## src/rtl/core/sfa_pkg.sv

```systemverilog
`default_nettype none

package sfa_pkg;

  localparam int KIND_W   = 2;
  localparam int REQ_W    = 21;
  localparam int ADDR_W   = 20;
  localparam int STATUS_W = 3;
  localparam int COUNT_W  = 7;
  localparam int NEED_W   = 22;  // aligned request, up to 2^21
  localparam int CFG_W    = 21;
  localparam int CFG_IDX_W = 1;

  typedef enum logic [KIND_W-1:0] {
    KIND_ALLOC   = 2'd0,
    KIND_FREE    = 2'd1,
    KIND_RESTART = 2'd2
  } kind_e;

  typedef enum logic [1:0] {
    POL_FIRST = 2'd0,
    POL_NEXT  = 2'd1,
    POL_BEST  = 2'd2,
    POL_WORST = 2'd3
  } policy_e;

  typedef enum logic [STATUS_W-1:0] {
    ST_OK      = 3'd0,
    ST_NOFIT   = 3'd1,
    ST_FULL    = 3'd2,
    ST_DOUBLE  = 3'd3,
    ST_UNKNOWN = 3'd4
  } status_e;

  localparam logic [CFG_IDX_W-1:0] CFG_POLICY = 1'b0;
  localparam logic [CFG_IDX_W-1:0] CFG_ARENA  = 1'b1;

endpackage

`default_nettype wire

```

## src/rtl/core/sfa_ram.sv

```systemverilog
`default_nettype none

// Simple dual-port RAM, registered read.
module sfa_ram #(
  parameter int WIDTH = 42,
  parameter int DEPTH = 64
) (
  input  logic                     clk_i,
  input  logic                     we_i,
  input  logic [$clog2(DEPTH)-1:0] waddr_i,
  input  logic [WIDTH-1:0]         wdata_i,
  input  logic [$clog2(DEPTH)-1:0] raddr_i,
  output logic [WIDTH-1:0]         rdata_o
);

  logic [WIDTH-1:0] mem_q [DEPTH];
  logic [WIDTH-1:0] rdata_q;

  always_ff @(posedge clk_i) begin
    if (we_i) begin
      mem_q[waddr_i] <= wdata_i;
    end
    rdata_q <= mem_q[raddr_i];
  end

  assign rdata_o = rdata_q;

endmodule

`default_nettype wire

```

## src/rtl/core/segment_fit_allocator.sv

```systemverilog
// Segment fit allocator: address-ordered table of arena segments.
// Input channel (in_valid_i/in_ready_o) takes one item: kind_i selects
// allocate, free or restart; request_size_i and address_i are its operands.
// Output channel (out_valid_o/out_ready_i) returns one item per input item:
// status, granted offset and the segment count after the item.
// Config port: cfg_we_i writes policy (index 0) or arena_bytes (index 1);
// arena_bytes takes effect on the next restart item.
// Flow: a scan reads one table entry a cycle (first and next fit may stop
// early), then a decide state follows; a free then returns its result, an
// allocate without split marks the chosen entry first. A split moves the
// entries above the chosen entry up by one, top first, and writes the new
// free segment before the mark. Restart and unused kinds go to the result.
// Scan and split speed is set by the single read and single write port of
// the table memory: one entry read and one written per cycle.
// One item is worked on at a time. A new item is taken while a finished
// result still waits on the output register; a stalled receiver then holds
// the block in its result state until the register drains.
// Reset: async, active low. The first cycle after reset writes entry zero
// as one free segment covering the arena; no item is taken until then.
`default_nettype none

module segment_fit_allocator #(
  parameter int MAX_SEGMENTS = 64,
  parameter int OFFSET_BITS  = 20
) (
  input  logic                          clk_i,
  input  logic                          rst_ni,
  input  logic                          cfg_we_i,
  input  logic [sfa_pkg::CFG_IDX_W-1:0] cfg_index_i,
  input  logic [sfa_pkg::CFG_W-1:0]     cfg_data_i,
  input  logic                          in_valid_i,
  output logic                          in_ready_o,
  input  logic [sfa_pkg::KIND_W-1:0]    kind_i,
  input  logic [sfa_pkg::REQ_W-1:0]     request_size_i,
  input  logic [sfa_pkg::ADDR_W-1:0]    address_i,
  output logic                          out_valid_o,
  input  logic                          out_ready_i,
  output logic [sfa_pkg::STATUS_W-1:0]  status_o,
  output logic [sfa_pkg::ADDR_W-1:0]    granted_offset_o,
  output logic [sfa_pkg::COUNT_W-1:0]   segment_count_o
);
  import sfa_pkg::*;

  localparam int IDX_W  = $clog2(MAX_SEGMENTS);
  localparam int CNT_W  = $clog2(MAX_SEGMENTS + 1);
  localparam int SIZE_W = OFFSET_BITS + 1;
  localparam int CMP_W  = (SIZE_W > NEED_W) ? SIZE_W : NEED_W;
  // table entry: {used, size, start}
  localparam int ENT_W  = 1 + SIZE_W + OFFSET_BITS;

  typedef enum logic [2:0] {
    S_INIT, S_IDLE, S_SCAN, S_DECIDE, S_SHIFT, S_SPLIT, S_MARK, S_RESP
  } state_e;

  state_e state_q, state_d;

  logic [1:0]             policy_q, policy_d;
  logic [CFG_W-1:0]       arena_q, arena_d;
  logic [KIND_W-1:0]      kind_q, kind_d;
  logic [NEED_W-1:0]      need_q, need_d;
  logic [OFFSET_BITS-1:0] addr_q, addr_d;
  logic [IDX_W-1:0]       rd_pos_q, rd_pos_d;
  logic [CNT_W-1:0]       rd_cnt_q, rd_cnt_d;
  logic                   rv_q, rv_d;
  logic [IDX_W-1:0]       rv_idx_q, rv_idx_d;
  logic                   hit_q, hit_d;
  logic [IDX_W-1:0]       hit_idx_q, hit_idx_d;
  logic [OFFSET_BITS-1:0] hit_start_q, hit_start_d;
  logic [SIZE_W-1:0]      hit_size_q, hit_size_d;
  logic                   found_q, found_d;
  logic                   twice_q, twice_d;
  logic [CNT_W-1:0]       total_q, total_d;
  logic [IDX_W-1:0]       resume_q, resume_d;
  logic [CNT_W-1:0]       sh_q, sh_d;
  logic [STATUS_W-1:0]    res_status_q, res_status_d;
  logic [ADDR_W-1:0]      res_granted_q, res_granted_d;
  logic                   out_valid_q, out_valid_d;
  logic [STATUS_W-1:0]    status_q, status_d;
  logic [ADDR_W-1:0]      granted_q, granted_d;
  logic [COUNT_W-1:0]     count_q, count_d;

  logic                   ram_we;
  logic [IDX_W-1:0]       ram_waddr, ram_raddr;
  logic [ENT_W-1:0]       ram_wdata, ram_rdata;

  logic                   r_used;
  logic [SIZE_W-1:0]      r_size;
  logic [OFFSET_BITS-1:0] r_start;
  logic                   r_fit;
  logic [NEED_W-1:0]      arena_min, arena_al;
  logic [CMP_W-1:0]       arena_cap;
  logic [SIZE_W-1:0]      arena_size;
  logic [SIZE_W-1:0]      rest;
  logic [OFFSET_BITS-1:0] split_start;

  sfa_ram #(
    .WIDTH(ENT_W),
    .DEPTH(MAX_SEGMENTS)
  ) u_table (
    .clk_i  (clk_i),
    .we_i   (ram_we),
    .waddr_i(ram_waddr),
    .wdata_i(ram_wdata),
    .raddr_i(ram_raddr),
    .rdata_o(ram_rdata)
  );

  assign r_used  = ram_rdata[ENT_W-1];
  assign r_size  = ram_rdata[OFFSET_BITS +: SIZE_W];
  assign r_start = ram_rdata[OFFSET_BITS-1:0];
  assign r_fit   = !r_used && (CMP_W'(r_size) >= CMP_W'(need_q));

  // Arena size for a rebuild: at least 4, rounded up to 4, capped at 2^OFFSET_BITS.
  always_comb begin
    arena_min  = (NEED_W'(arena_q) < NEED_W'(4)) ? NEED_W'(4) : NEED_W'(arena_q);
    arena_al   = (arena_min + NEED_W'(3)) & ~NEED_W'(3);
    arena_cap  = CMP_W'(1) << OFFSET_BITS;
    arena_size = (CMP_W'(arena_al) > arena_cap) ? SIZE_W'(arena_cap) : SIZE_W'(arena_al);
  end

  assign rest        = hit_size_q - SIZE_W'(need_q);
  assign split_start = OFFSET_BITS'(CMP_W'(hit_start_q) + CMP_W'(need_q));

  always_comb begin
    state_d       = state_q;
    policy_d      = policy_q;
    arena_d       = arena_q;
    kind_d        = kind_q;
    need_d        = need_q;
    addr_d        = addr_q;
    rd_pos_d      = rd_pos_q;
    rd_cnt_d      = rd_cnt_q;
    rv_d          = rv_q;
    rv_idx_d      = rv_idx_q;
    hit_d         = hit_q;
    hit_idx_d     = hit_idx_q;
    hit_start_d   = hit_start_q;
    hit_size_d    = hit_size_q;
    found_d       = found_q;
    twice_d       = twice_q;
    total_d       = total_q;
    resume_d      = resume_q;
    sh_d          = sh_q;
    res_status_d  = res_status_q;
    res_granted_d = res_granted_q;
    out_valid_d   = out_valid_q && !out_ready_i;
    status_d      = status_q;
    granted_d     = granted_q;
    count_d       = count_q;
    ram_we        = 1'b0;
    ram_waddr     = '0;
    ram_wdata     = '0;
    ram_raddr     = rd_pos_q;
    in_ready_o    = 1'b0;

    if (cfg_we_i) begin
      unique case (cfg_index_i)
        CFG_POLICY: policy_d = cfg_data_i[1:0];
        CFG_ARENA:  arena_d  = cfg_data_i;
        default: ;
      endcase
    end

    unique case (state_q)
      S_INIT: begin
        ram_we    = 1'b1;
        ram_wdata = {1'b0, arena_size, OFFSET_BITS'(0)};
        total_d   = CNT_W'(1);
        resume_d  = '0;
        state_d   = S_IDLE;
      end

      S_IDLE: begin
        in_ready_o = 1'b1;
        if (in_valid_i) begin
          kind_d        = kind_i;
          need_d        = (NEED_W'(request_size_i) + NEED_W'(3)) & ~NEED_W'(3);
          addr_d        = OFFSET_BITS'(address_i);
          rd_pos_d      = (policy_q == POL_NEXT && CNT_W'(resume_q) < total_q)
                          ? resume_q : '0;
          rd_cnt_d      = '0;
          rv_d          = 1'b0;
          hit_d         = 1'b0;
          found_d       = 1'b0;
          twice_d       = 1'b0;
          res_status_d  = ST_OK;
          res_granted_d = '0;
          case (kind_i)
            KIND_ALLOC, KIND_FREE: state_d = S_SCAN;
            KIND_RESTART: begin
              ram_we    = 1'b1;
              ram_wdata = {1'b0, arena_size, OFFSET_BITS'(0)};
              total_d   = CNT_W'(1);
              resume_d  = '0;
              state_d   = S_RESP;
            end
            default: state_d = S_RESP;
          endcase
        end
      end

      S_SCAN: begin
        // issue one read per cycle, in scan order
        if (rd_cnt_q < total_q) begin
          ram_raddr = rd_pos_q;
          rd_cnt_d  = rd_cnt_q + CNT_W'(1);
          rd_pos_d  = ((CNT_W'(rd_pos_q) + CNT_W'(1)) < total_q)
                      ? rd_pos_q + IDX_W'(1) : '0;
          rv_d      = 1'b1;
          rv_idx_d  = rd_pos_q;
        end else begin
          rv_d = 1'b0;
        end
        if (rd_cnt_q == total_q && !rv_q) begin
          state_d = S_DECIDE;
        end
        // look at the entry read last cycle
        if (rv_q) begin
          if (kind_q == KIND_ALLOC) begin
            if (r_fit) begin
              if (policy_q == POL_FIRST || policy_q == POL_NEXT) begin
                hit_d       = 1'b1;
                hit_idx_d   = rv_idx_q;
                hit_start_d = r_start;
                hit_size_d  = r_size;
                state_d     = S_DECIDE;
              end else if (!hit_q ||
                           (policy_q == POL_BEST && r_size < hit_size_q) ||
                           (policy_q == POL_WORST && r_size > hit_size_q)) begin
                hit_d       = 1'b1;
                hit_idx_d   = rv_idx_q;
                hit_start_d = r_start;
                hit_size_d  = r_size;
              end
            end
          end else if (r_start == addr_q) begin
            found_d   = 1'b1;
            twice_d   = twice_d || !r_used;
            ram_we    = 1'b1;
            ram_waddr = rv_idx_q;
            ram_wdata = {1'b0, r_size, r_start};
          end
        end
      end

      S_DECIDE: begin
        rv_d    = 1'b0;
        state_d = S_RESP;
        if (kind_q == KIND_ALLOC) begin
          if (!hit_q) begin
            res_status_d = ST_NOFIT;
          end else if (rest != '0) begin
            if (total_q >= CNT_W'(MAX_SEGMENTS)) begin
              res_status_d = ST_FULL;
            end else begin
              sh_d    = total_q - CNT_W'(1);
              state_d = S_SHIFT;
            end
          end else begin
            state_d = S_MARK;
          end
        end else begin
          res_status_d = !found_q ? ST_UNKNOWN : (twice_q ? ST_DOUBLE : ST_OK);
        end
      end

      S_SHIFT: begin
        // move entries above the chosen one up by one, top first
        if (sh_q > CNT_W'(hit_idx_q)) begin
          ram_raddr = sh_q[IDX_W-1:0];
          sh_d      = sh_q - CNT_W'(1);
          rv_d      = 1'b1;
          rv_idx_d  = sh_q[IDX_W-1:0];
        end else begin
          rv_d = 1'b0;
        end
        if (rv_q) begin
          ram_we    = 1'b1;
          ram_waddr = rv_idx_q + IDX_W'(1);
          ram_wdata = ram_rdata;
        end
        if (!(sh_q > CNT_W'(hit_idx_q)) && !rv_q) begin
          state_d = S_SPLIT;
        end
      end

      S_SPLIT: begin
        ram_we    = 1'b1;
        ram_waddr = hit_idx_q + IDX_W'(1);
        ram_wdata = {1'b0, rest, split_start};
        total_d   = total_q + CNT_W'(1);
        state_d   = S_MARK;
      end

      S_MARK: begin
        ram_we        = 1'b1;
        ram_waddr     = hit_idx_q;
        ram_wdata     = {1'b1, SIZE_W'(need_q), hit_start_q};
        resume_d      = hit_idx_q;
        res_status_d  = ST_OK;
        res_granted_d = ADDR_W'(hit_start_q);
        state_d       = S_RESP;
      end

      S_RESP: begin
        if (!out_valid_q || out_ready_i) begin
          out_valid_d = 1'b1;
          status_d    = res_status_q;
          granted_d   = res_granted_q;
          count_d     = COUNT_W'(total_q);
          state_d     = S_IDLE;
        end
      end

      default: state_d = S_IDLE;
    endcase
  end

  always_ff @(posedge clk_i or negedge rst_ni) begin
    if (!rst_ni) begin
      state_q     <= S_INIT;
      policy_q    <= POL_FIRST;
      arena_q     <= CFG_W'(65536);
      total_q     <= CNT_W'(1);
      resume_q    <= '0;
      rv_q        <= 1'b0;
      out_valid_q <= 1'b0;
    end else begin
      state_q     <= state_d;
      policy_q    <= policy_d;
      arena_q     <= arena_d;
      total_q     <= total_d;
      resume_q    <= resume_d;
      rv_q        <= rv_d;
      out_valid_q <= out_valid_d;
    end
  end

  always_ff @(posedge clk_i) begin
    kind_q        <= kind_d;
    need_q        <= need_d;
    addr_q        <= addr_d;
    rd_pos_q      <= rd_pos_d;
    rd_cnt_q      <= rd_cnt_d;
    rv_idx_q      <= rv_idx_d;
    hit_q         <= hit_d;
    hit_idx_q     <= hit_idx_d;
    hit_start_q   <= hit_start_d;
    hit_size_q    <= hit_size_d;
    found_q       <= found_d;
    twice_q       <= twice_d;
    sh_q          <= sh_d;
    res_status_q  <= res_status_d;
    res_granted_q <= res_granted_d;
    status_q      <= status_d;
    granted_q     <= granted_d;
    count_q       <= count_d;
  end

  assign out_valid_o      = out_valid_q;
  assign status_o         = status_q;
  assign granted_offset_o = granted_q;
  assign segment_count_o  = count_q;

endmodule

`default_nettype wire

```

## config.mk

```make
export PLATFORM = sky130hd
export DESIGN_NAME = segment_fit_allocator
export DESIGN_NICKNAME = d
export VERILOG_FILES = /design/src/rtl/core/sfa_pkg.sv /design/src/rtl/core/sfa_ram.sv /design/src/rtl/core/segment_fit_allocator.sv
export SDC_FILE = /design/constraint.sdc
export NUM_CORES = 2
export LEC_CHECK = 0
export BUFFER_PORTS_ARGS = -buffer_cell sky130_fd_sc_hd__buf_4
export CAP_MARGIN = 10
export CORE_MARGIN = 4
export CORE_UTILIZATION = 25
export DETAILED_ROUTE_END_ITERATION = 10
export PLACE_DENSITY = 0.38
export SLEW_MARGIN = 5
export SYNTH_ARGS = -nofsm -noshare
export SYNTH_HDL_FRONTEND = slang
export SYNTH_SLANG_ARGS = --single-unit
```

## constraint.sdc

```tcl
create_clock -name clk_i -period 8.2 [get_ports clk_i]
set_clock_uncertainty 0.15 [all_clocks]
set_input_delay 2.46 -clock clk_i [delete_from_list [all_inputs] [get_ports clk_i]]
set_output_delay 2.46 -clock clk_i [all_outputs]
set_load 0.005 [all_outputs]
```

==> impl_metrics.tcl <==
set metrics [dict create \
    ys.flop_type "edfxtp_1" \
    area_growth_pct 17.6 \
    numPortBuffers 101 \
    ios 102 \
    die_area_um2 489000 \
    cts.repair.resized 0 \
    cap_violations 0 \
    synth_edf_count 2859 \
    cts_hold_buf 0 \
    track_usage_pct 17.3 \
    synth.area.mux_share_pct 3.95 \
    synth_area_um2 119000 \
    worst_ir_drop_vdd_uv 169 \
    synth.yosys.seq_area_share_pct 73.5 \
    slowest_stage "nor3_1" \
    cts_buffers 332 \
    post_cts_buffers 0 \
    crit_top_cell "buf_4" \
    gpl.final_weighted_congestion 0.792 \
    cp_max_fo 34 \
    grt_pass1_vias 73771 \
    drtPass1Iterations 6 \
    ys_types 76 \
    drc 0 \
    cts_tree "done" \
    slowest_delay_ps 1050 \
    drt-total-wl_um 438000 \
    clkTransAtPathRegs_ps 60 \
    core-area_um2 475000 \
    final_common_cell "edfxtp_1" \
    fin_crit_sh_pct 75.5 \
    setup_viol 0 \
    synth_compound_area_share_pct 6.41 \
    powerDensity_nw_per_um2 358 \
    synth_top_family_by_area "simple AND/OR/NAND/NOR gates" \
    crit_arrival_ps 6810 \
    synth.ff_latch_count 2942 \
    place_area_um2 130000 \
    tightest_slew_ps 1340 \
    clk_latency_ps 930 \
    row_count 253 \
    dp_hpwl_um 261000 \
    post_route_cells_drive_above_1_share_pct 11.2 \
    cts_root_buffer "clkbuf_16" \
    routedWlPerCell_um 28.0 \
    antenna_found_initial 34 \
    rsz0062_at_grt "false" \
    synth_fa_ha_area_share_pct 1.14 \
    clk_path_buf_depth 4 \
    crit_path_start_kind "register" \
    yosysWarnings 0 \
    final_util_pct 29.6 \
    status "completed" \
    die_w_um 699 \
    async_reset_ff_share_pct 1.39 \
    synth_nets 8934 \
    end_kind "register" \
    hold_viol_final 0 \
    synth_xor_area_share_pct 0.741 \
    period_minus_slack_ps 6190 \
    die_h_um 699 \
    total_power_mw 50.2 \
    synth_cells 8756 \
    grt_overflow 0 \
    drt-vias-per-instance 4.84 \
    relSlewSlack_pct 9.88 \
    ant_nets 0 \
    fin_tns_setup_ps 0 \
    clkSinkCount 2942 \
    final_area_um2 140000 \
    min_path_type "reg -> reg" \
    start_util_pct 25.1 \
    required_ps 8820 \
    finalMaxSlewViolations 0 \
    critPathKind "reg -> reg" \
    cts_htree_levels 5 \
    crit_chain "nor2_1, nand2_1, a211o_1, buf_4, mux2i_4, buf_12, buf_4, o221ai_1, a31oi_1, nor3_1, buf_4, nor3_1, a21oi_1" \
    grt_max_degree 110 \
    most-common-layout-cells "2859 x edfxtp_1, 1986 x nand2_1, 745 x nand3_1" \
    synth-simple-area-share_pct 12.0 \
    drtIter0Drc 7217 \
    fmax_mhz 162 \
    grt_pass1_wl_um 607000 \
    leakage_nw 47.7 \
    synth_area_per_cell_um2 13.6 \
    num_vias 75656 \
    layout.nets 9155 \
]
## worst max-delay path, delay by kind of cell (launching register included)
family,cells,cell delay [ps]
buffers and inverters,4,1510
DFF,1,800
and+or+nand+nor,4,1730
AOI/OAI and AO/OA,4,1000
muxes,1,790
## power by group
group | internal (mW) | switching (mW) | total, mW
Combinational | 3.52 | 11.4 | 14.9
Clock | 8.56 | 6.26 | 14.8
Sequential | 19.6 | 0.847 | 20.5
Total | 31.7 | 18.5 | 50.2
## state kept, by name, summed over array words and instances (netlist names), 7 cells and up
signal	cells
total_q	7
segment_count_o	7
need_q	20
rd_cnt_q	7
hit_size_q	21
u_table.rdata_o	42
granted_offset_o	20
sh_q	7
addr_q	20
u_table.mem_q	2688
arena_q	21
res_granted_q	20
hit_start_q	20
## path summary, 6_finish.rpt
| kind | from | end | slack (ps) | cells past startpoint |
|---|---|---|---|---|
| worst max-delay path | state_q[1] | u_table.rdata_o[31] | 2010 | 13 |
| worst max register to register | state_q[1] | u_table.rdata_o[31] | 2010 | 13 |
| max in group asynchronous | rst_ni | total_q[2] | 6090 | 1 |
| worst min-delay path | res_granted_q[2] | granted_offset_o[2] | 270 | 0 |
| worst min register to register | res_granted_q[2] | granted_offset_o[2] | 270 | 0 |
| min in group asynchronous | rst_ni | policy_q[1] | 1410 | 1 |
## cell families (layout without fill, tap and decap cells)
kind of cell | count (synthesis) | in the layout
simple gates | 3334 | 3334
buf+inv | 612 | 1104
other cells | 0 | 13
flops | 2942 | 2942
compound gates | 1195 | 1195
xor+xnor | 101 | 101
mux | 464 | 464
fa+ha+maj | 108 | 108
## Yosys cell counts, types with 25 or more instances
cell | instances | area, um^2
inv_1 | 89 | 334
buf_4 | 37 | 278
buf_1 | 76 | 285
ha_1 | 106 | 1330
mux2_2 | 25 | 282
o211ai_1 | 33 | 248
mux2i_1 | 434 | 4340
dfrtp_1 | 39 | 976
buf_2 | 216 | 1080
o21ai_0 | 140 | 701
and3_1 | 29 | 181
nor2_1 | 170 | 638
and2_1 | 25 | 156
nand3_1 | 745 | 3730
clkbuf_1 | 193 | 724
o221ai_1 | 175 | 1530
nor4_1 | 27 | 169
dfxtp_1 | 42 | 841
o22ai_1 | 47 | 294
nor3_1 | 180 | 901
a31oi_1 | 110 | 688
edfxtp_1 | 2859 | 85900
a311oi_1 | 26 | 228
xnor2_1 | 61 | 534
xor2_1 | 40 | 350
nand2_1 | 1997 | 7500
nand4_1 | 77 | 482
a21oi_1 | 468 | 2340
## area by class of cell
class / instances / area (um^2)
Antenna cell: 13 / 32.5
Fill cell: 47584 / 335000
Timing Repair Buffer: 410 / 3710
Inverter: 89 / 334
Clock inverter: 166 / 1600
Tap cell: 6375 / 7980
Clock buffer: 439 / 9020
Multi-Input combinational cell: 5202 / 30000
Sequential cell: 2942 / 87700
## layer usage
metal	wire, um	track usage [%]
met4	7940	3.38
met2	197000	27.1
met3	25500	2.38
met5	0	0
met1	207000	25.5
## metrics by stage
stage	cells	hold WS, ps	setup WS (ps)
3_5_place_dp	15017	258	2080
5_1_grt	15624	280	1780
2_1_floorplan	8756	250	2320
6_report	15636	270	2010
4_1_cts	15622	271	2070
3_3_place_gp	15012	257	997
Power figures use the tool's default switching activity.
